File: src/hdl/tmsp_pkg.sv
// Shared types, constants and helpers for the time spec minutes parser.
// No dependencies; every other file of the block depends on this package.
package tmsp_pkg;

    // Default width of the none word in characters (1..8).
    localparam int NONE_CHARS_DEF = 8;

    localparam int CHAR_W   = 8;
    localparam int HOUR_W   = 5;
    localparam int MINUTE_W = 6;
    localparam int TOTAL_W  = 11;
    localparam int STATUS_W = 3;
    localparam int CNT_W    = 4;
    localparam int TEXT_W   = 64;
    localparam int CFG_IDX_W = 1;

    localparam logic [TOTAL_W-1:0] TOTAL_MAX   = 11'd2047;
    localparam logic [TOTAL_W-1:0] DAY_MINUTES = 11'd1440;
    localparam logic [CNT_W-1:0]   CNT_MAX     = 4'hF;

    // Characters of interest
    localparam logic [CHAR_W-1:0] CH_NUL   = 8'h00;
    localparam logic [CHAR_W-1:0] CH_PLUS  = 8'h2B;
    localparam logic [CHAR_W-1:0] CH_0     = 8'h30;
    localparam logic [CHAR_W-1:0] CH_9     = 8'h39;
    localparam logic [CHAR_W-1:0] CH_COLON = 8'h3A;
    localparam logic [CHAR_W-1:0] CH_UP_H  = 8'h48;
    localparam logic [CHAR_W-1:0] CH_UP_M  = 8'h4D;
    localparam logic [CHAR_W-1:0] CH_LO_H  = 8'h68;
    localparam logic [CHAR_W-1:0] CH_LO_M  = 8'h6D;

    // Configuration register indexes
    typedef enum logic [CFG_IDX_W-1:0] {
        REG_NONE_TEXT   = 1'b0,
        REG_NONE_LENGTH = 1'b1
    } reg_idx_t;

    typedef enum logic [STATUS_W-1:0] {
        STS_OK      = 3'd0,
        STS_EMPTY   = 3'd1,
        STS_CLOCK   = 3'd2,
        STS_SYNTAX  = 3'd3,
        STS_OVER24  = 3'd4
    } status_t;

    typedef enum logic [2:0] {
        PH_START  = 3'd0,
        PH_DIGITS = 3'd1,
        PH_CLOCK  = 3'd2,
        PH_HSUF   = 3'd3,
        PH_MSUF   = 3'd4,
        PH_BAD    = 3'd5
    } phase_t;

    // Per-text parse state
    typedef struct packed {
        phase_t             phase;
        logic [TOTAL_W-1:0] digit_total;
        logic [HOUR_W-1:0]  hour_total;
        logic [CNT_W-1:0]   char_count;
        logic               none_match;
        logic               syntax_bad;
        logic               text_ended;
    } tmsp_state_t;

    localparam tmsp_state_t ST_CLEAR = '{
        phase:       PH_START,
        digit_total: '0,
        hour_total:  '0,
        char_count:  '0,
        none_match:  1'b1,
        syntax_bad:  1'b0,
        text_ended:  1'b0
    };

    function automatic logic is_digit(input logic [CHAR_W-1:0] ch);
        return (ch >= CH_0) && (ch <= CH_9);
    endfunction

    // total * 10 + digit, saturating at 2047
    function automatic logic [TOTAL_W-1:0] push_digit(
        input logic [TOTAL_W-1:0] total,
        input logic [CHAR_W-1:0]  ch
    );
        logic [14:0] t;
        logic [CHAR_W-1:0] d;
        d = ch - CH_0;
        t = {4'b0, total} * 15'd10 + {11'b0, d[3:0]};
        return (t > {4'b0, TOTAL_MAX}) ? TOTAL_MAX : t[TOTAL_W-1:0];
    endfunction

endpackage

File: src/hdl/tmsp_item_if.sv
// Input channel: one text character per transfer, with end mark and current time.
// Depends on tmsp_pkg.
interface tmsp_item_if;
    logic                            valid;
    logic                            ready;
    logic [tmsp_pkg::CHAR_W-1:0]     character;
    logic                            last;
    logic [tmsp_pkg::HOUR_W-1:0]     now_hour;
    logic [tmsp_pkg::MINUTE_W-1:0]   now_minute;

    modport source (output valid, character, last, now_hour, now_minute, input ready);
    modport sink   (input valid, character, last, now_hour, now_minute, output ready);
endinterface

File: src/hdl/tmsp_result_if.sv
// Result channel: minutes and status, one transfer per text.
// Depends on tmsp_pkg.
interface tmsp_result_if;
    logic                            valid;
    logic                            ready;
    logic [tmsp_pkg::TOTAL_W-1:0]    minutes;
    logic [tmsp_pkg::STATUS_W-1:0]   status;

    modport source (output valid, minutes, status, input ready);
    modport sink   (input valid, minutes, status, output ready);
endinterface

File: src/hdl/tmsp_cfg_if.sv
// Configuration write channel: register index and write data.
// Depends on tmsp_pkg.
interface tmsp_cfg_if;
    logic                            valid;
    logic                            ready;
    logic [tmsp_pkg::CFG_IDX_W-1:0]  index;
    logic [tmsp_pkg::TEXT_W-1:0]     data;

    modport source (output valid, index, data, input ready);
    modport sink   (input valid, index, data, output ready);
endinterface

File: src/hdl/tmsp_scan.sv
// Next parse state for one character: none-word compare, counter, phase walk.
// Depends on tmsp_pkg.
module tmsp_scan #(
    parameter int NONE_CHARS = tmsp_pkg::NONE_CHARS_DEF
) (
    input  tmsp_pkg::tmsp_state_t          cur,
    input  logic [tmsp_pkg::CHAR_W-1:0]    ch,
    input  logic [NONE_CHARS*8-1:0]        none_text,
    input  logic [tmsp_pkg::CNT_W-1:0]     none_length,
    output tmsp_pkg::tmsp_state_t          nxt
);
    import tmsp_pkg::*;

    logic byte_hit;

    always_comb
    begin
        byte_hit = 1'b0;
        for (int i = 0; i < NONE_CHARS; i++)
        begin
            if ((cur.char_count == CNT_W'(i)) && (none_text[i*8 +: 8] == ch))
                byte_hit = 1'b1;
        end
    end

    always_comb
    begin
        nxt = cur;
        if (!cur.text_ended)
        begin
            if (ch == CH_NUL)
            begin
                nxt.text_ended = 1'b1;
            end
            else
            begin
                if (!byte_hit || (cur.char_count >= none_length))
                    nxt.none_match = 1'b0;
                if (cur.char_count != CNT_MAX)
                    nxt.char_count = cur.char_count + CNT_W'(1);

                unique case (cur.phase)
                    PH_START, PH_DIGITS:
                    begin
                        priority if ((ch == CH_PLUS) && (cur.phase == PH_START))
                            nxt.phase = PH_DIGITS;
                        else if (is_digit(ch))
                        begin
                            nxt.digit_total = push_digit(cur.digit_total, ch);
                            nxt.phase       = PH_DIGITS;
                        end
                        else if (ch == CH_COLON)
                        begin
                            nxt.hour_total  = (cur.digit_total > TOTAL_W'(31)) ?
                                              HOUR_W'(31) : cur.digit_total[HOUR_W-1:0];
                            nxt.digit_total = '0;
                            nxt.phase       = PH_CLOCK;
                        end
                        else if ((ch == CH_LO_H) || (ch == CH_UP_H))
                            nxt.phase = PH_HSUF;
                        else if ((ch == CH_LO_M) || (ch == CH_UP_M))
                            nxt.phase = PH_MSUF;
                        else
                        begin
                            nxt.syntax_bad = 1'b1;
                            nxt.phase      = PH_BAD;
                        end
                    end
                    PH_CLOCK:
                    begin
                        if (!cur.syntax_bad)
                        begin
                            if (is_digit(ch))
                                nxt.digit_total = push_digit(cur.digit_total, ch);
                            else
                                nxt.syntax_bad = 1'b1;
                        end
                    end
                    default:
                    begin
                        // suffix already seen, or already bad
                        nxt.syntax_bad = 1'b1;
                        nxt.phase      = PH_BAD;
                    end
                endcase
            end
        end
    end

endmodule

File: src/hdl/tmsp_finish.sv
// End-of-text evaluation: status precedence and minutes arithmetic.
// Depends on tmsp_pkg.
module tmsp_finish #(
    parameter int NONE_CHARS = tmsp_pkg::NONE_CHARS_DEF
) (
    input  tmsp_pkg::tmsp_state_t          st,
    input  logic [tmsp_pkg::HOUR_W-1:0]    now_hour,
    input  logic [tmsp_pkg::MINUTE_W-1:0]  now_minute,
    input  logic [tmsp_pkg::CNT_W-1:0]     none_length,
    output logic [tmsp_pkg::TOTAL_W-1:0]   minutes,
    output tmsp_pkg::status_t              status
);
    import tmsp_pkg::*;

    logic [12:0]        ahead;
    logic [12:0]        behind;
    logic signed [12:0] d0;
    logic signed [12:0] d1;
    logic signed [12:0] d2;
    logic [16:0]        val;
    logic               none_hit;

    // Clock difference, then wrap into a day (two corrections suffice)
    assign ahead  = {2'b0, st.digit_total} + 13'(st.hour_total) * 13'd60;
    assign behind = 13'(now_hour) * 13'd60 + 13'(now_minute);
    assign d0     = $signed(ahead - behind);
    assign d1     = d0[12] ? d0 + 13'sd1440 : d0;
    assign d2     = d1[12] ? d1 + 13'sd1440 : d1;

    always_comb
    begin
        unique case (st.phase)
            PH_HSUF:  val = 17'(st.digit_total) * 17'd60;
            PH_CLOCK: val = 17'(d2[10:0]);
            default:  val = 17'(st.digit_total);
        endcase
    end

    assign none_hit = (none_length != '0) && (none_length <= CNT_W'(NONE_CHARS)) &&
                      st.none_match && (st.char_count == none_length);

    always_comb
    begin
        priority if (st.char_count == '0)
            status = STS_EMPTY;
        else if (none_hit)
            status = STS_OK;
        else if ((st.phase == PH_CLOCK) &&
                 ((st.hour_total > HOUR_W'(23)) || (st.digit_total > TOTAL_W'(59))))
            status = STS_CLOCK;
        else if (st.syntax_bad)
            status = STS_SYNTAX;
        else if (val > 17'(DAY_MINUTES))
            status = STS_OVER24;
        else
            status = STS_OK;
    end

    assign minutes = ((status == STS_OK) && !none_hit) ? val[TOTAL_W-1:0] : '0;

endmodule

File: src/hdl/time_spec_minutes_parser.sv
// Top level of the time spec minutes parser: channel registers and parse state.
// Depends on tmsp_pkg, tmsp_item_if, tmsp_result_if, tmsp_cfg_if, tmsp_scan, tmsp_finish.
//
//  Channel | Dir | Fields                                  | Transfer
//  --------+-----+-----------------------------------------+-------------------------
//  item    | in  | character, last, now_hour, now_minute   | valid & ready
//  res     | out | minutes, status                         | valid & ready, one per text
//  cfg     | in  | index (0 none_text, 1 none_length), data| valid & ready, always ready
//
// One character per cycle sustained, unless a final character waits on a stalled
// result. A character is held in the input register; when it leaves, the scan logic
// updates the parse state and, for the final character, the finish logic loads the
// result register; the result port is driven straight from that register.
// Reset clears the channel valids, the parse state and both config registers.
// A stalled result only holds back a final character waiting in the input
// register; earlier characters keep flowing into the parse state.
module time_spec_minutes_parser #(
    parameter int NONE_CHARS = tmsp_pkg::NONE_CHARS_DEF
) (
    input  logic           clk,
    input  logic           rst_n,
    tmsp_item_if.sink      item,
    tmsp_result_if.source  res,
    tmsp_cfg_if.sink       cfg
);
    import tmsp_pkg::*;

    // Configuration
    logic [NONE_CHARS*8-1:0]  none_text_reg;
    logic [CNT_W-1:0]         none_length_reg;

    // Input register
    logic                     in_vld_reg;
    logic [CHAR_W-1:0]        in_char_reg;
    logic                     in_last_reg;
    logic [HOUR_W-1:0]        in_hour_reg;
    logic [MINUTE_W-1:0]      in_minute_reg;

    // Parse state
    tmsp_state_t              state_reg;
    tmsp_state_t              state_scan;
    tmsp_state_t              state_next;

    // Result register
    logic                     out_vld_reg;
    logic                     out_vld_next;
    logic [TOTAL_W-1:0]       out_min_reg;
    status_t                  out_sts_reg;
    logic [TOTAL_W-1:0]       fin_minutes;
    status_t                  fin_status;

    logic                     advance;

    // A held character moves on unless it ends a text and the result slot is full and not being taken
    assign advance    = in_vld_reg && (!in_last_reg || !out_vld_reg || res.ready);
    assign item.ready = !in_vld_reg || advance;
    assign cfg.ready  = 1'b1;

    tmsp_scan #(
        .NONE_CHARS (NONE_CHARS)
    ) u_scan (
        .cur         (state_reg),
        .ch          (in_char_reg),
        .none_text   (none_text_reg),
        .none_length (none_length_reg),
        .nxt         (state_scan)
    );

    tmsp_finish #(
        .NONE_CHARS (NONE_CHARS)
    ) u_finish (
        .st          (state_scan),
        .now_hour    (in_hour_reg),
        .now_minute  (in_minute_reg),
        .none_length (none_length_reg),
        .minutes     (fin_minutes),
        .status      (fin_status)
    );

    // Text state returns to clear after every final character
    always_comb
    begin
        state_next = state_reg;
        if (advance)
            state_next = in_last_reg ? ST_CLEAR : state_scan;
    end

    always_comb
    begin
        out_vld_next = out_vld_reg;
        if (advance && in_last_reg)
            out_vld_next = 1'b1;
        else if (res.ready)
            out_vld_next = 1'b0;
    end

    always_ff @(posedge clk or negedge rst_n)
    begin
        if (!rst_n)
        begin
            none_text_reg   <= '0;
            none_length_reg <= '0;
            in_vld_reg      <= 1'b0;
            state_reg       <= ST_CLEAR;
            out_vld_reg     <= 1'b0;
        end
        else
        begin
            if (cfg.valid && cfg.ready)
            begin
                unique case (reg_idx_t'(cfg.index))
                    REG_NONE_TEXT:   none_text_reg   <= cfg.data[NONE_CHARS*8-1:0];
                    REG_NONE_LENGTH: none_length_reg <= cfg.data[CNT_W-1:0];
                    default:         ;
                endcase
            end
            if (item.ready)
                in_vld_reg <= item.valid;
            state_reg   <= state_next;
            out_vld_reg <= out_vld_next;
        end
    end

    // Payload registers
    always_ff @(posedge clk)
    begin
        if (item.valid && item.ready)
        begin
            in_char_reg   <= item.character;
            in_last_reg   <= item.last;
            in_hour_reg   <= item.now_hour;
            in_minute_reg <= item.now_minute;
        end
        if (advance && in_last_reg)
        begin
            out_min_reg <= fin_minutes;
            out_sts_reg <= fin_status;
        end
    end

    assign res.valid   = out_vld_reg;
    assign res.minutes = out_min_reg;
    assign res.status  = out_sts_reg;

endmodule

File: src/flat_wrapper.sv
// flat-port wrapper written by rule: the top's interface ports become plain ports
module time_spec_minutes_parser_flat import tmsp_pkg::*;
#(
    parameter int NONE_CHARS = tmsp_pkg::NONE_CHARS_DEF
)
  (clk, rst_n, item_valid, item_character, item_last, item_now_hour, item_now_minute, item_ready, res_valid, res_minutes, res_status, res_ready, cfg_valid, cfg_index, cfg_data, cfg_ready);
  tmsp_item_if item_i ();
  tmsp_result_if res_i ();
  tmsp_cfg_if cfg_i ();
  input  logic clk;
  input  logic rst_n;
  input wire logic [$bits(item_i.valid)-1:0] item_valid;
  input wire logic [$bits(item_i.character)-1:0] item_character;
  input wire logic [$bits(item_i.last)-1:0] item_last;
  input wire logic [$bits(item_i.now_hour)-1:0] item_now_hour;
  input wire logic [$bits(item_i.now_minute)-1:0] item_now_minute;
  output wire logic [$bits(item_i.ready)-1:0] item_ready;
  output wire logic [$bits(res_i.valid)-1:0] res_valid;
  output wire logic [$bits(res_i.minutes)-1:0] res_minutes;
  output wire logic [$bits(res_i.status)-1:0] res_status;
  input wire logic [$bits(res_i.ready)-1:0] res_ready;
  input wire logic [$bits(cfg_i.valid)-1:0] cfg_valid;
  input wire logic [$bits(cfg_i.index)-1:0] cfg_index;
  input wire logic [$bits(cfg_i.data)-1:0] cfg_data;
  output wire logic [$bits(cfg_i.ready)-1:0] cfg_ready;
  assign item_i.valid = item_valid;
  assign item_i.character = item_character;
  assign item_i.last = item_last;
  assign item_i.now_hour = item_now_hour;
  assign item_i.now_minute = item_now_minute;
  assign item_ready = item_i.ready;
  assign res_valid = res_i.valid;
  assign res_minutes = res_i.minutes;
  assign res_status = res_i.status;
  assign res_i.ready = res_ready;
  assign cfg_i.valid = cfg_valid;
  assign cfg_i.index = cfg_index;
  assign cfg_i.data = cfg_data;
  assign cfg_ready = cfg_i.ready;
  time_spec_minutes_parser #(.NONE_CHARS(NONE_CHARS)) u_core (.clk(clk), .rst_n(rst_n), .item(item_i), .res(res_i), .cfg(cfg_i));
endmodule
File: config.mk
export PLATFORM = sky130hd
export DESIGN_NAME = time_spec_minutes_parser_flat
export DESIGN_NICKNAME = d
export VERILOG_FILES = /design/src/hdl/tmsp_pkg.sv /design/src/hdl/tmsp_item_if.sv /design/src/hdl/tmsp_result_if.sv /design/src/hdl/tmsp_cfg_if.sv /design/src/hdl/tmsp_scan.sv /design/src/hdl/tmsp_finish.sv /design/src/hdl/time_spec_minutes_parser.sv /design/src/flat_wrapper.sv
export SDC_FILE = /design/constraint.sdc
export NUM_CORES = 1
export LEC_CHECK = 0
export BUFFER_PORTS_ARGS = -buffer_cell sky130_fd_sc_hd__buf_2
export CAP_MARGIN = 10
export CORE_MARGIN = 5
export CORE_UTILIZATION = 35
export CTS_BUF_LIST = sky130_fd_sc_hd__clkbuf_4 sky130_fd_sc_hd__clkbuf_8
export CTS_CLUSTER_DIAMETER = 200
export DETAILED_ROUTE_END_ITERATION = 7
export MAX_ROUTING_LAYER = met4
export PLACE_DENSITY_LB_ADDON = 0.25
export SLEW_MARGIN = 20
export SYNTH_ARGS = -nofsm -noshare
export SYNTH_HDL_FRONTEND = slang
export SYNTH_SLANG_ARGS = --single-unit
File: constraint.sdc
create_clock -name clk -period 16.8 [get_ports clk]
set_clock_uncertainty 0.15 [all_clocks]
set_input_delay 3.36 -clock clk [delete_from_list [all_inputs] [get_ports clk]]
set_output_delay 3.36 -clock clk [all_outputs]
set_load 0.02 [all_outputs]
==> results by group <==
Status
  • Run status: complete, no violations

Logic synthesis
  • Syn_area_per_cell: 10.01 um^2
  • Top-area cell type share of the netlist area: 20.91%
  • Synth top area cells: dfrtp_1, ha_1, edfxtp_1, fa_1, mux2_2
  • Synthesized Nets: 1,377
  • Most frequent cell after synthesis: ha_1
  • Distinct cells, synth: 97
  • Ys async rst share: 73.85%
  • Gate count of the mapped netlist: 1,136
  • Synthesis-stage register bit count: 130
  • Number of synthesized flops with an enable pin: 34
  • Sequential element share of the synthesized area: 30.12%
  • Biggest area consumer among synthesized cells: dfrtp_1
  • Syn Std Cell Area: 11,370 um^2
  • Ys flop type: dfrtp_1
  • Post-synth top cells: ha_1, dfrtp_1, inv_1
  • Yosys warns: 0

GRT
  • Vias in the first global route: 8,697
  • Maximum number of pins on one net before global-route repair: 65
  • Gr ovfl total: 0
  • Initial antenna violation count: 0
  • Overall Global Routing Usage: 16.78%
  • First-pass GRT wire length: 47,390 um

STA
  • RSZ-0062 raised after global routing: false
  • Final Critical Period: 9619 ps
  • Slew HR: 39.80%
  • F_max: 104.0 MHz
  • Worst slew pin tran: 903.0 ps
  • Final hold slack: 334.7 ps
  • Fin crit share: 57.26%
  • Setup tns final: 0 ps
  • Final setup viols: 0
  • Pins Over Slew Limit: 0
  • Hold Vio Cnt, Final: 0

Floorplan
  • Row cnt: 66
  • Die area: 36,190 um^2
  • # IOs: 107
  • Die extent in x: 190.2 um
  • Die Y: 190.2 um
  • Starting Density: 35.21%
  • Core Area: 32,290 um^2

Layout
  • Ratio of cells with drive above 1 in the final layout: 20.73%
  • Fin nets: 1,468
  • Util after Layout: 39.45%
  • Ant diodes: 0
  • Layout area overhead: 12.04%
  • Max reg flops: 64

Clocking
  • Setup Buffers After CTS: 0
  • Total CTS buffers: 17
  • H-tree Lvls: 4
  • Clock latency on the worst-skew pair: 480 ps
  • Clk sinks: 130
  • Worst-path clk slew: 100 ps
  • Hold_buf cts: 0
  • Post-CTS Resized: 0
  • CTS tree: yes
  • Root buffer cell: clkbuf_8
  • Clock buffer depth: 2

Route
  • Via density: 5.196
  • Vias: 8,739
  • Routed len/inst: 17.50 um
  • Final antenna-violating net count: 0
  • Router iterations before antenna repair: 5
  • Post-route DRC: 0
  • Final WL: 29,440 um
  • DRT iter0 DRCs: 332

Worst setup path
  • Crit-path max cell delay: 880 ps
  • WP data required: 16,970 ps
  • R2r endpoint: u_core.res.minutes[1]
  • R2R Path Start: u_core.in_char_reg[2]
  • CP max-delay cell: edfxtp_1
  • Setup crit end: u_core.res.minutes[1]
  • Crit Path Category: flop to flop
  • Critical Path Fanout Max: 15
  • Crit path launch: u_core.in_char_reg[2]
  • Crit path capture type: flop
  • Critical Path Start Type: flop
  • Reg2Reg Depth: 29
  • CP arrival: 9790 ps
  • R2R setup slack: 7180 ps

Placement
  • IO Port Bufs: 105
  • GPL Wtd Cong: 0.8675
  • Post-DP HPWL: 22,810 um

Min path
  • Worst Hold Class: flop to flop

Job
  • Max-cap violations: 0

Power
  • P per Cell Area: 133.2 nW/um^2
  • Static Leak: 0.005914 uW
  • Peak supply drop: 0.1305 mV
cell usage in the layout (no fill, tap or decap), drive strengths merged, types with 10 or more instances in the layout:
cell type  netlist  routed
a21o            21      21
xor2            23      23
edfxtp          34      34
or3             12      12
nor3            25      25
and3            10      10
dfrtp           95      95
a21oi           35      35
and2            13      13
a211oi          12      12
inv             88      93
nor4            10      10
buf             20     116
fa              49      49
xnor2           80      80
clkbuf          24      18
ha             102     102
o21ai           58      58
nor2b           12      12
mux2            70      70
nand4           25      25
nand2           68      68
a31oi           15      15
nor2            51      51
mux2i           10      10
nand3           30      30
routing by layer:
metal  vias to the layer above  global-route usage (%)  wire (um)
met5                         -                       -          0
met4                         0                   3.674        363
met3                        27                   2.600       1253
met2                       209                   24.54      12770
met1                      4232                   24.70      15050
li1                       4271                       -          -
worst max-delay path, delay by kind of cell (launching register included):
| kind | cells | cell delay, ps |
|---|---|---|
| and+or+nand+nor | 8 | 2730 |
| DFF | 1 | 880 |
| buffers and inverters | 5 | 270 |
| AOI/OAI and AO/OA | 8 | 2140 |
| adders and majority gates | 7 | 3200 |
| muxes | 1 | 130 |
logic make-up after synthesis:
kind of cell | synth area share (%)
xor+xnor | 8.001
fa+ha+maj | 19.85
other cells | 0.03299
buf+inv | 4.722
compound gates | 15.98
mux | 7.814
flops | 30.12
simple gates | 13.47
report_power, final:
part / internal, uW / switching [uW] / leakage (uW)
Sequential: 357 / 36.0 / 0.00150
Clock: 137 / 152 / 0.000209
Combinational: 423 / 592 / 0.00421
layout make-up:
| cell class | instances | area, um^2 |
|---|---|---|
| repair buffers | 116 | 618.1 |
| inverters | 88 | 330.3 |
| well taps | 442 | 553.0 |
| clock inverters | 14 | 155.1 |
| clock buffers | 18 | 241.5 |
| fillers | 3230 | 19550 |
| flip-flops and latches | 130 | 3425 |
| multi-input cells | 874 | 7415 |
worst min-delay path by stage:
stage | from | endpoint | cells past startpoint
3_3_place_gp | u_core.state_reg[11] | u_core.state_reg[11] | 2
2_1_floorplan | u_core.state_reg[10] | u_core.state_reg[10] | 2
4_1_cts | u_core.state_reg[11] | u_core.state_reg[11] | 2
3_5_place_dp | u_core.state_reg[11] | u_core.state_reg[11] | 2
6_report | u_core.state_reg[10] | u_core.state_reg[10] | 2
5_1_grt | u_core.state_reg[11] | u_core.state_reg[11] | 2
per-stage QoR:
| stage | total power (uW) | setup WS [ps] | instances | instance area, um^2 |
|---|---|---|---|---|
| global route | 1825 | 6536 | 1682 | 12740 |
| floorplan | 1179 | 8315 | 1136 | 11370 |
| finish | 1697 | 7181 | 1682 | 12740 |
| global placement | 1409 | 7368 | 1649 | 12330 |
| detailed placement | 1410 | 7198 | 1649 | 12330 |
| CTS | 1710 | 7158 | 1681 | 12720 |
Note: power is estimated with default switching activity, not from simulation.
